===== src/sv/stb_pkg.sv =====
// Shared types, op and status codes, and sizing constants for the soft timer bank.
package stb_pkg;

   localparam int TIMER_COUNT = 8;
   localparam int IDX_W       = (TIMER_COUNT > 1) ? $clog2(TIMER_COUNT) : 1;
   localparam int MASK_W      = 8;
   localparam int RUN_W       = 31;

   typedef enum logic [2:0] {
      OP_TICK   = 3'd0,
      OP_CREATE = 3'd1,
      OP_DELETE = 3'd2,
      OP_CHECK  = 3'd3,
      OP_ELAPSE = 3'd4,
      OP_DELAY  = 3'd5
   } op_type;

   typedef enum logic [1:0] {
      ST_OK       = 2'd0,
      ST_CONFLICT = 2'd1,
      ST_RANGE    = 2'd2
   } status_type;

   // controller -> datapath
   typedef struct packed {
      logic exec;      // input beat accepted this cycle
      logic walk;      // process one timer of the tick walk
      logic rsp_load;  // capture the result register
   } cmd_type;

   // datapath -> controller
   typedef struct packed {
      logic walk_last; // walk index sits on the last timer
   } sts_type;

endpackage


===== src/sv/stb_ctrl.sv =====
// Controller state machine: input/result handshakes and tick-walk sequencing.
module stb_ctrl (
   input  logic               clock,
   input  logic               reset,
   input  logic               req_valid,
   output logic               req_stall,
   input  logic [2:0]         req_op,
   output logic               rsp_valid,
   input  logic               rsp_stall,
   output stb_pkg::cmd_type   cmd,
   input  stb_pkg::sts_type   sts
);

   typedef enum logic [1:0] {
      S_IDLE = 2'b01,
      S_WALK = 2'b10
   } state_type;

   state_type state_ff, state_in;
   logic      rsp_valid_ff, rsp_valid_in;
   logic      accept;
   logic      is_tick;

   assign is_tick   = (req_op == stb_pkg::OP_TICK);
   assign req_stall = !((state_ff == S_IDLE) && (!rsp_valid_ff || !rsp_stall));
   assign accept    = req_valid && !req_stall;
   assign rsp_valid = rsp_valid_ff;

   always_comb begin
      cmd.exec     = accept;
      cmd.walk     = (state_ff == S_WALK);
      cmd.rsp_load = (accept && !is_tick) || ((state_ff == S_WALK) && sts.walk_last);
   end

   always_comb begin
      state_in = state_ff;
      case (state_ff)
         S_IDLE: begin
            if (accept && is_tick) begin
               state_in = S_WALK;
            end
         end
         S_WALK: begin
            if (sts.walk_last) begin
               state_in = S_IDLE;
            end
         end
         default: begin
            state_in = S_IDLE;
         end
      endcase
   end

   always_comb begin
      rsp_valid_in = rsp_valid_ff;
      if (rsp_valid_ff && !rsp_stall) begin
         rsp_valid_in = 1'b0;
      end
      if (cmd.rsp_load) begin
         rsp_valid_in = 1'b1;
      end
   end

   always_ff @(posedge clock) begin
      if (reset) begin
         state_ff     <= S_IDLE;
         rsp_valid_ff <= 1'b0;
      end else begin
         state_ff     <= state_in;
         rsp_valid_ff <= rsp_valid_in;
      end
   end

   a_walk_blocks_req: assert property (@(posedge clock) disable iff (reset)
      (state_ff == S_WALK) |-> req_stall)
      else $error("input accepted during tick walk");

   a_walk_no_rsp: assert property (@(posedge clock) disable iff (reset)
      (state_ff == S_WALK) |-> !rsp_valid_ff)
      else $error("result pending during tick walk");

   a_tick_starts_walk: assert property (@(posedge clock) disable iff (reset)
      (accept && is_tick) |=> (state_ff == S_WALK))
      else $error("tick beat did not start walk");

   a_load_free: assert property (@(posedge clock) disable iff (reset)
      cmd.rsp_load |-> !(rsp_valid_ff && rsp_stall))
      else $error("result register overwritten while stalled");

endmodule


===== src/sv/stb_dp.sv =====
// Datapath: timer bank state, run-time and delay counters, result register.
module stb_dp (
   input  logic              clock,
   input  logic              reset,
   input  stb_pkg::cmd_type  cmd,
   output stb_pkg::sts_type  sts,
   input  logic [2:0]        req_op,
   input  logic [7:0]        req_timer_id,
   input  logic [31:0]       req_period,
   input  logic              req_auto_reload,
   input  logic [30:0]       req_last_time,
   input  logic [31:0]       req_delay_length,
   output logic [1:0]        rsp_status,
   output logic              rsp_expired,
   output logic [7:0]        rsp_expire_mask,
   output logic [30:0]       rsp_run_time,
   output logic [30:0]       rsp_elapsed,
   output logic              rsp_delay_done
);

   localparam int N = stb_pkg::TIMER_COUNT;
   localparam int W = stb_pkg::IDX_W;

   logic [31:0] count_ff  [N];
   logic [31:0] count_in  [N];
   logic [31:0] reload_ff [N];
   logic [31:0] reload_in [N];
   logic [N-1:0] flag_ff, flag_in;
   logic [N-1:0] auto_ff, auto_in;
   logic [N-1:0] used_ff, used_in;

   logic [30:0] run_ff, run_in, run_inc;
   logic [31:0] dcnt_ff, dcnt_in, dcnt_dec;
   logic        dflag_ff, dflag_in;

   logic [W-1:0] idx_ff, idx_in;
   logic [7:0]   mask_ff, mask_in, idx8;

   logic [1:0]  st_ff;
   logic        exp_ff;
   logic [7:0]  msk_ff;
   logic [30:0] rt_ff, el_ff;
   logic        dd_ff;

   stb_pkg::status_type status_c;
   logic        expired_c;
   logic [30:0] elapsed_c;

   logic [W-1:0] id_sel;
   logic         in_range;
   logic [31:0]  walk_cnt, walk_dec;

   assign id_sel   = req_timer_id[W-1:0];
   assign in_range = (req_timer_id < 8'(N));
   assign walk_cnt = count_ff[idx_ff];
   assign walk_dec = walk_cnt - 32'd1;
   assign idx8     = 8'(idx_ff);
   assign run_inc  = run_ff + 31'd1;
   assign dcnt_dec = dcnt_ff - 32'd1;

   assign sts.walk_last = (idx_ff == W'(N - 1));

   always_comb begin
      count_in  = count_ff;
      reload_in = reload_ff;
      flag_in   = flag_ff;
      auto_in   = auto_ff;
      used_in   = used_ff;
      run_in    = run_ff;
      dcnt_in   = dcnt_ff;
      dflag_in  = dflag_ff;
      idx_in    = idx_ff;
      mask_in   = mask_ff;
      status_c  = stb_pkg::ST_OK;
      expired_c = 1'b0;
      elapsed_c = 31'd0;

      if (cmd.exec) begin
         case (req_op)
            stb_pkg::OP_TICK: begin
               if (dcnt_ff != 32'd0) begin
                  dcnt_in = dcnt_dec;
                  if (dcnt_dec == 32'd0) begin
                     dflag_in = 1'b1;
                  end
               end
               // run time wraps to zero at all ones
               run_in  = (run_inc == 31'h7FFF_FFFF) ? 31'd0 : run_inc;
               idx_in  = '0;
               mask_in = 8'd0;
            end
            stb_pkg::OP_CREATE: begin
               if (!in_range) begin
                  status_c = stb_pkg::ST_RANGE;
               end else if (used_ff[id_sel]) begin
                  status_c = stb_pkg::ST_CONFLICT;
               end else begin
                  count_in[id_sel]  = req_period;
                  reload_in[id_sel] = req_period;
                  flag_in[id_sel]   = 1'b0;
                  auto_in[id_sel]   = req_auto_reload;
                  used_in[id_sel]   = 1'b1;
               end
            end
            stb_pkg::OP_DELETE: begin
               if (!in_range) begin
                  status_c = stb_pkg::ST_RANGE;
               end else if (!used_ff[id_sel]) begin
                  status_c = stb_pkg::ST_CONFLICT;
               end else begin
                  count_in[id_sel]  = 32'd0;
                  reload_in[id_sel] = 32'd0;
                  auto_in[id_sel]   = 1'b0;
                  used_in[id_sel]   = 1'b0;
               end
            end
            stb_pkg::OP_CHECK: begin
               if (!in_range) begin
                  status_c = stb_pkg::ST_RANGE;
               end else if (!used_ff[id_sel]) begin
                  status_c = stb_pkg::ST_CONFLICT;
               end else begin
                  expired_c = flag_ff[id_sel];
               end
            end
            stb_pkg::OP_ELAPSE: begin
               // wrapped case is one short of the plain modular difference
               elapsed_c = run_ff - req_last_time
                         - ((run_ff < req_last_time) ? 31'd1 : 31'd0);
            end
            stb_pkg::OP_DELAY: begin
               if (req_delay_length != 32'd0) begin
                  dcnt_in  = (req_delay_length == 32'd1) ? 32'd2 : req_delay_length;
                  dflag_in = 1'b0;
               end
            end
            default: begin
            end
         endcase
      end

      if (cmd.walk) begin
         if (walk_cnt != 32'd0) begin
            count_in[idx_ff] = walk_dec;
            if (walk_dec == 32'd0) begin
               flag_in[idx_ff] = 1'b1;
               if (auto_ff[idx_ff]) begin
                  count_in[idx_ff] = reload_ff[idx_ff];
               end
               if (idx8 < 8'd8) begin
                  mask_in = mask_ff | (8'd1 << idx8[2:0]);
               end
            end
         end
         idx_in = idx_ff + W'(1);
      end
   end

   always_ff @(posedge clock) begin
      if (reset) begin
         for (int k = 0; k < N; k++) begin
            count_ff[k]  <= 32'd0;
            reload_ff[k] <= 32'd0;
         end
         flag_ff  <= '0;
         auto_ff  <= '0;
         used_ff  <= '0;
         run_ff   <= 31'd0;
         dcnt_ff  <= 32'd0;
         dflag_ff <= 1'b0;
         idx_ff   <= '0;
         mask_ff  <= 8'd0;
      end else begin
         count_ff  <= count_in;
         reload_ff <= reload_in;
         flag_ff   <= flag_in;
         auto_ff   <= auto_in;
         used_ff   <= used_in;
         run_ff    <= run_in;
         dcnt_ff   <= dcnt_in;
         dflag_ff  <= dflag_in;
         idx_ff    <= idx_in;
         mask_ff   <= mask_in;
      end
   end

   // result register, payload only
   always_ff @(posedge clock) begin
      if (cmd.rsp_load) begin
         st_ff  <= status_c;
         exp_ff <= expired_c;
         msk_ff <= cmd.walk ? mask_in : 8'd0;
         rt_ff  <= run_in;
         el_ff  <= elapsed_c;
         dd_ff  <= dflag_in;
      end
   end

   assign rsp_status      = st_ff;
   assign rsp_expired     = exp_ff;
   assign rsp_expire_mask = msk_ff;
   assign rsp_run_time    = rt_ff;
   assign rsp_elapsed     = el_ff;
   assign rsp_delay_done  = dd_ff;

endmodule


===== src/sv/soft_timer_bank_core.sv =====
// Top level of the soft timer bank: controller plus datapath.
//
//   channel   direction   handshake            payload
//   req       in          req_valid/req_stall  op, timer_id, period, auto_reload,
//                                              last_time, delay_length
//   rsp       out         rsp_valid/rsp_stall  status, expired, expire_mask,
//                                              run_time, elapsed, delay_done
//
// Non-tick beats: result registered at the accept edge, one beat per cycle while rsp is not stalled.
// Tick beats: the walk updates one timer per cycle.
// Input is stalled during the walk and while a finished result is stalled.
// Synchronous reset clears all timers, counters and the handshake state.
module soft_timer_bank_core (
   input  logic        clock,
   input  logic        reset,
   input  logic        req_valid,
   output logic        req_stall,
   input  logic [2:0]  req_op,
   input  logic [7:0]  req_timer_id,
   input  logic [31:0] req_period,
   input  logic        req_auto_reload,
   input  logic [30:0] req_last_time,
   input  logic [31:0] req_delay_length,
   output logic        rsp_valid,
   input  logic        rsp_stall,
   output logic [1:0]  rsp_status,
   output logic        rsp_expired,
   output logic [7:0]  rsp_expire_mask,
   output logic [30:0] rsp_run_time,
   output logic [30:0] rsp_elapsed,
   output logic        rsp_delay_done
);

   stb_pkg::cmd_type cmd;
   stb_pkg::sts_type sts;

   stb_ctrl u_ctrl (
      .clock     (clock),
      .reset     (reset),
      .req_valid (req_valid),
      .req_stall (req_stall),
      .req_op    (req_op),
      .rsp_valid (rsp_valid),
      .rsp_stall (rsp_stall),
      .cmd       (cmd),
      .sts       (sts)
   );

   stb_dp u_dp (
      .clock            (clock),
      .reset            (reset),
      .cmd              (cmd),
      .sts              (sts),
      .req_op           (req_op),
      .req_timer_id     (req_timer_id),
      .req_period       (req_period),
      .req_auto_reload  (req_auto_reload),
      .req_last_time    (req_last_time),
      .req_delay_length (req_delay_length),
      .rsp_status       (rsp_status),
      .rsp_expired      (rsp_expired),
      .rsp_expire_mask  (rsp_expire_mask),
      .rsp_run_time     (rsp_run_time),
      .rsp_elapsed      (rsp_elapsed),
      .rsp_delay_done   (rsp_delay_done)
   );

endmodule


===== config.mk =====
export PLATFORM = sky130hd
export DESIGN_NAME = soft_timer_bank_core
export DESIGN_NICKNAME = d
export VERILOG_FILES = /design/src/sv/stb_pkg.sv /design/src/sv/stb_ctrl.sv /design/src/sv/stb_dp.sv /design/src/sv/soft_timer_bank_core.sv
export SDC_FILE = /design/constraint.sdc
export NUM_CORES = 2
export LEC_CHECK = 0
export BUFFER_PORTS_ARGS = -buffer_cell sky130_fd_sc_hd__buf_2
export CAP_MARGIN = 0
export CORE_MARGIN = 1
export CORE_UTILIZATION = 47
export DETAILED_ROUTE_END_ITERATION = 8
export MAX_ROUTING_LAYER = met4
export PLACE_DENSITY = 0.66
export SLEW_MARGIN = 20
export SYNTH_ARGS = -nofsm -noshare
export SYNTH_HDL_FRONTEND = slang
export SYNTH_SLANG_ARGS = --single-unit

===== constraint.sdc =====
create_clock -name clock -period 6.75 [get_ports clock]
set_input_delay 1.0125 -clock clock [delete_from_list [all_inputs] [get_ports clock]]
set_output_delay 1.0125 -clock clock [all_outputs]
set_load 0.005 [all_outputs]

## Word level (Yosys, flattened, before mapping)

Cells that the tools add are included.

| storage, ports and cells | value |
|---|---|
| register bits | 688 |
| bits of input ports | 111 |
| output and inout port bits | 76 |
| word-level logic and storage cells | 203 |

| cells by class | value |
|---|---|
| add/subtract/negate cells | 6 |
| order comparisons | 11 |
| equality and inequality tests | 18 |
| shifts and indexed selects | 1 |
| muxes and demuxes | 89 |
| bitwise operators | 12 |
| reductions and logical operators | 34 |

Operators with widths:

| kind | number |
|---|---|
| 256-bit 2-to-1 mux | 13 |
| 256-bit bitwise mux | 4 |
| 256-bit one-hot mux with 2 select lines | 2 |
| 256-bit AND | 2 |
| 32-bit 2-to-1 mux | 9 |
| 256-bit NOT | 1 |
| 32-bit binary-select mux with 3-bit select | 2 |
| 32-bit demux with 3-bit select | 2 |
| 8-bit 2-to-1 mux | 21 |
| 32-bit nonzero test | 3 |
| 31-bit 2-to-1 mux | 3 |
| 32-bit zero test | 2 |
| 32-bit one-hot mux with 2 select lines | 1 |
| 32-bit by 1-bit subtractor with 32-bit output, second input constant | 2 |
| 31-bit subtractor | 2 |
| 32-bit by 1-bit == test with 1-bit output, second input constant | 1 |
| 8-bit one-hot mux with 2 select lines | 2 |
| 31-bit by 1-bit adder with 31-bit output, second input constant | 1 |
| 31-bit == test, second input constant | 1 |
| 31-bit less-than comparator | 1 |
| 8-bit AND | 3 |
| 8-bit OR | 3 |
| 1-bit 2-to-1 mux | 14 |
| 3-bit by 4-bit less-than comparator with 1-bit output, second input constant | 3 |
| other kinds (31) | 73 |

## Longest topological paths before layout

| depth | value |
|---|---|
| depth after elaboration | 17 |
| gate-level depth with buffers | 29 |

## Modules after synthesis

A second synthesis with hierarchy kept.

| unflattened totals | value |
|---|---|
| cells, all modules | 4848 |
| area total of the unflattened synthesis | 40146.0 sq um |

By module, submodules not included:

| module | times used | cells each | area an instance (sq um) | sequential area each (sq um) |
|---|---|---|---|---|
| stb_dp | 1 | 4828 | 39965.8 | 14453.9 |
| stb_ctrl | 1 | 20 | 180.2 | 60.1 |

## Least setup slack after synthesis

OpenSTA, ideal clock, no wires.

| path | value |
|---|---|
| path type | input to register |
| from | input req_last_time[1] |
| to | register u_dp.el_ff[30], in the netlist u_dp.rsp_elapsed[30] (data pin) |
| setup time | 266 ps |
| arrival time | 6152 ps |
| data required time | 6484 ps |
| setup slack | 332 ps |
| cell stages on the path | 28 |
| buffers on the path | 0 |
| cell sequence | inv_1 -> ha_1 -> a21o_1 -> a21o_1 -> a21oi_1 -> o21bai_1 -> a21oi_1 -> o31ai_1 -> a211oi_1 -> o21bai_1 -> a41oi_1 -> o21ai_0 -> fa_1 -> inv_1 -> ha_1 -> or2_2 -> fa_1 -> nand2b_1 -> a211oi_1 -> o21ai_0 -> a2bb2oi_1 -> a41oi_1 -> a31oi_1 -> a41oi_1 -> a31oi_1 -> a41oi_1 -> xnor2_1 -> nor2_1 |

| between the ends | value |
|---|---|
| longest elaborated chain between the ends | 3 |
| elaborated cells on any way between the ends | 4 |
| those cells by class | add/sub: 2; order compare: 1; mux: 1 |

RTL lines:

| element | line | source |
|---|---|---|
| from (decl) | soft_timer_bank_core.sv:22 | `input logic [30:0] req_last_time,` |
| 31-bit less-than comparator | stb_dp.sv:129 | `- ((run_ff < req_last_time) ? 31'd1 : 31'd0);` |
| 1-bit 2-to-1 mux | stb_dp.sv:129 |  |
| 31-bit subtractor (*) | stb_dp.sv:129 |  |
| to (signal assigned) | stb_dp.sv:194 | `el_ff <= elapsed_c;` |
| to (decl) | stb_dp.sv:42 | `logic [30:0] rt_ff, el_ff;` |

Every way passes the cells marked *; elsewhere a longest branch is shown, timed or not.
A chain may end at the register's enable or synchronous reset.

## Final worst setup path

Same ends and word-level chain as after synthesis.

==> summary.txt <==
Final layout
  • Share of layout cells above drive strength 1: around 18%
  • Syn-to-layout area delta: 12.5%
  • Final Core Density: 53.3%
  • Final-stage net count: about 4400
  • Final cell count without fillers: 5311

Min path
  • Hold Path Class: register to register

Status
  • Outcome: finished clean

Clocking
  • PostCTS Resize Cnt: 0
  • CTS tree: done
  • Clk slew on worst S/H paths: approximately 0.06 ns
  • Worst-Skew Late Latency: around 0.65 ns
  • # clock sinks: 688
  • Post-CTS Setup Bufs: 0
  • Clock buffers created by TritonCTS: between 70 and 80
  • # H-tree levels: 3
  • Root buffer cell: clkbuf_16
  • Hold buffers post-CTS: 0
  • CTS max path bufs: 3

Drt
  • Drc violations: 0
  • WL/cell: roughly 23 um
  • Via density: between 6 and 7
  • DRT iter0 DRCs: roughly 3800
  • Post-DRT Antenna Nets: 0
  • Final WL: ~120000 um
  • Router iterations before antenna repair: 6
  • Vias: around 34000

Timing
  • Endpoints failing setup: 0
  • Final setup TNS: 0 ns
  • RSZ-0062 raised after global routing: no
  • Final-report max-slew violation count: 0
  • Slew margin rel.: a little over a fifth
  • Slew @ Worst Pin: roughly 1.2 ns
  • Maximum clock rate: between 150 and 200 MHz
  • Final worst path period share: between 90% and 100%
  • Fin crit period: between 6 and 7 ns
  • Fin Clk Skew: between 0.02 and 0.025 ns
  • Fin. Hold Viols: 0

Power and ir drop
  • Peak VDD IR: 179 uV
  • Pwr Density: 223 mW/mm^2
  • Lkg Pwr: between 15 and 20 nW

Floorplan
  • Initial core utilization: 47.4%
  • Ports: 187
  • Total core area: approximately 0.077 mm^2
  • Std-Cell Rows: 102
  • Die Y-Extent: 281 um
  • Die Width: 281 um
  • Die area: approximately 0.079 mm^2

Worst setup path
  • Slowest stage delay, CP: roughly 0.56 ns
  • Slowest stage cell, crit path: fa_1
  • Crit path launch type: input pin
  • WP data arrival: roughly 6.8 ns
  • CP endpoint kind: register
  • Req. time, crit path: around 7.1 ns
  • Kind of critical path: input pin to register
  • CP max FO: 3

Global route
  • Vias in the first global route: approximately 32000
  • Total congestion overflow: 0
  • First-pass GRT wire length: roughly 190000 um
  • Largest net degree at the start of global routing: 200
  • Initial antenna violation count: 9
  • GR Util All Layers: 31.6%

Yosys
  • Warnings, synthesis: 0
  • Predominant post-synthesis flop cell: dfxtp_1
  • Cell Area, Synth: approximately 0.037 mm^2
  • Synth area leader: dfxtp_1
  • Syn_nets: 4385
  • #FFs+latches synth: approximately 690
  • Number of flops mapped to enable cells by yosys: 74
  • Syn Inst Count: about 4200
  • Synth cell count leaders: nor2_1, dfxtp_1, a21oi_1, clkbuf_1, a221oi_1
  • Yosys top cell area share: around a third
  • Avg Cell Area, Syn: around 9 um^2
  • Synth area leaders: dfxtp_1, nor2_1, edfxtp_1
  • Synth async-reset ratio: 0%
  • Seq/Total Area, Yosys: 39.6%
  • Distinct cells, synth: about 100
  • Most frequent cell after synthesis: nor2_1

Placement
  • Post-Place Cells: between 5000 and 6000
  • Gpl congestion: ~0.94
  • Dpl hpwl: just under 80000 um
  • Port bufs: between 150 and 200

Job
  • Max-cap check violation count: 0
==> critical path: cells and delay by family <==
kind / cells / cell delay (ns)
xor gates and xnor gates: 1 / 0.15
AOI/OAI and AO/OA: 18 / 3.47
and+or+nand+nor: 3 / 0.54
buffers and inverters: 3 / 0.17
adders and majority gates: 4 / 1.43
==> cells in the final DEF (no fill, tap or decap), drive strengths merged, types with 35 or more instances in the layout <==
cell    synthesis  layout
a21oi         404     404
mux4           45      45
a22oi          77      77
ha            102     102
xnor2          41      41
nor2          752     752
nand3          66      66
o21ai         103     103
nand2         184     184
a211oi        244     244
inv           148     151
mux2i          68      68
nand4          35      35
dfxtp         614     614
edfxtp         74      74
clkbuf        257     119
nor2b          60      60
buf           121     322
nor3           97      97
a221oi        274     274
==> power by group <==
part / switching, mW / internal (mW)
combinational: 0.440 / 0.225
sequential: 0.0245 / 4.17
clock: 1.83 / 2.51
total: 2.30 / 6.90
==> through the flow <==
| step | hold slack (ns) | cell area [um^2] | total power [mW] | worst slack (ns) |
|---|---|---|---|---|
| after floorplan | 0.428 | 36700 | 4.72 | 0.332 |
| after global placement | 0.439 | 38600 | 4.93 | -0.593 |
| after detailed placement | 0.448 | 38600 | 4.93 | -0.602 |
| after CTS | 0.460 | 41200 | 9.22 | 0.0320 |
| after global routing | 0.492 | 41200 | 9.48 | 0.0385 |
| final | 0.460 | 41200 | 9.20 | 0.358 |
==> kinds of logic after synthesis <==
kind of cell    Yosys count  synth area share [%]
compound gates         1290                  26.9
xor+xnor                 73                  1.76
fa+ha+maj               104                  3.59
buf+inv                 528                  6.04
flops                   688                  39.6
mux                     132                  5.26
simple gates           1355                  16.8
==> routing by layer <==
layer,track usage (%),routed length [um],vias to the layer above
li1,-,-,15500
met1,40.6,52000,16300
met3,4.44,9530,327
met5,-,0,-
met4,14.0,5030,0
met2,49.6,57600,1571
==> layout make-up <==
type / instances / area [um^2]
timing repair buffer: 322 / 2090
clock buffer: 119 / 2360
sequential: 688 / 14500
clock inverter: 28 / 249
tap: 1040 / 1300
multi-input combinational: 2954 / 20100
fill: 7150 / 36100
inverter: 150 / 563
antenna: 10 / 25.0
==> sequential cells by signal, indices dropped and copies added, names as in the netlist, 2 cells and up, named ones only <==
signal	cells
u_dp.rsp_expire_mask	8
u_dp.dcnt_ff	32
u_dp.auto_ff	8
u_dp.mask_ff	8
u_dp.rsp_elapsed	31
u_dp.flag_ff	8
u_dp.reload_ff	256
u_dp.rsp_run_time	31
u_ctrl.state_ff	2
u_dp.idx_ff	3
u_dp.count_ff	256
u_dp.run_ff	31
u_dp.rsp_status	2
==> final timing paths <==
| kind | start | to | slack [ns] | depth (start not counted) |
|---|---|---|---|---|
| worst max register to register | u_dp.run_ff[1]$_SDFF_PP0_ | u_dp.rsp_elapsed[30]$_SDFFCE_PN0P_ | 0.55 | 27 |
| worst max-delay path | req_last_time[1] | u_dp.rsp_elapsed[30]$_SDFFCE_PN0P_ | 0.36 | 29 |
| worst min-delay path | u_dp.dflag_ff$_SDFF_PP0_ | u_dp.dflag_ff$_SDFF_PP0_ | 0.46 | 2 |
| worst min register to register | u_dp.dflag_ff$_SDFF_PP0_ | u_dp.dflag_ff$_SDFF_PP0_ | 0.46 | 2 |
Power figures use the tool's default switching activity.
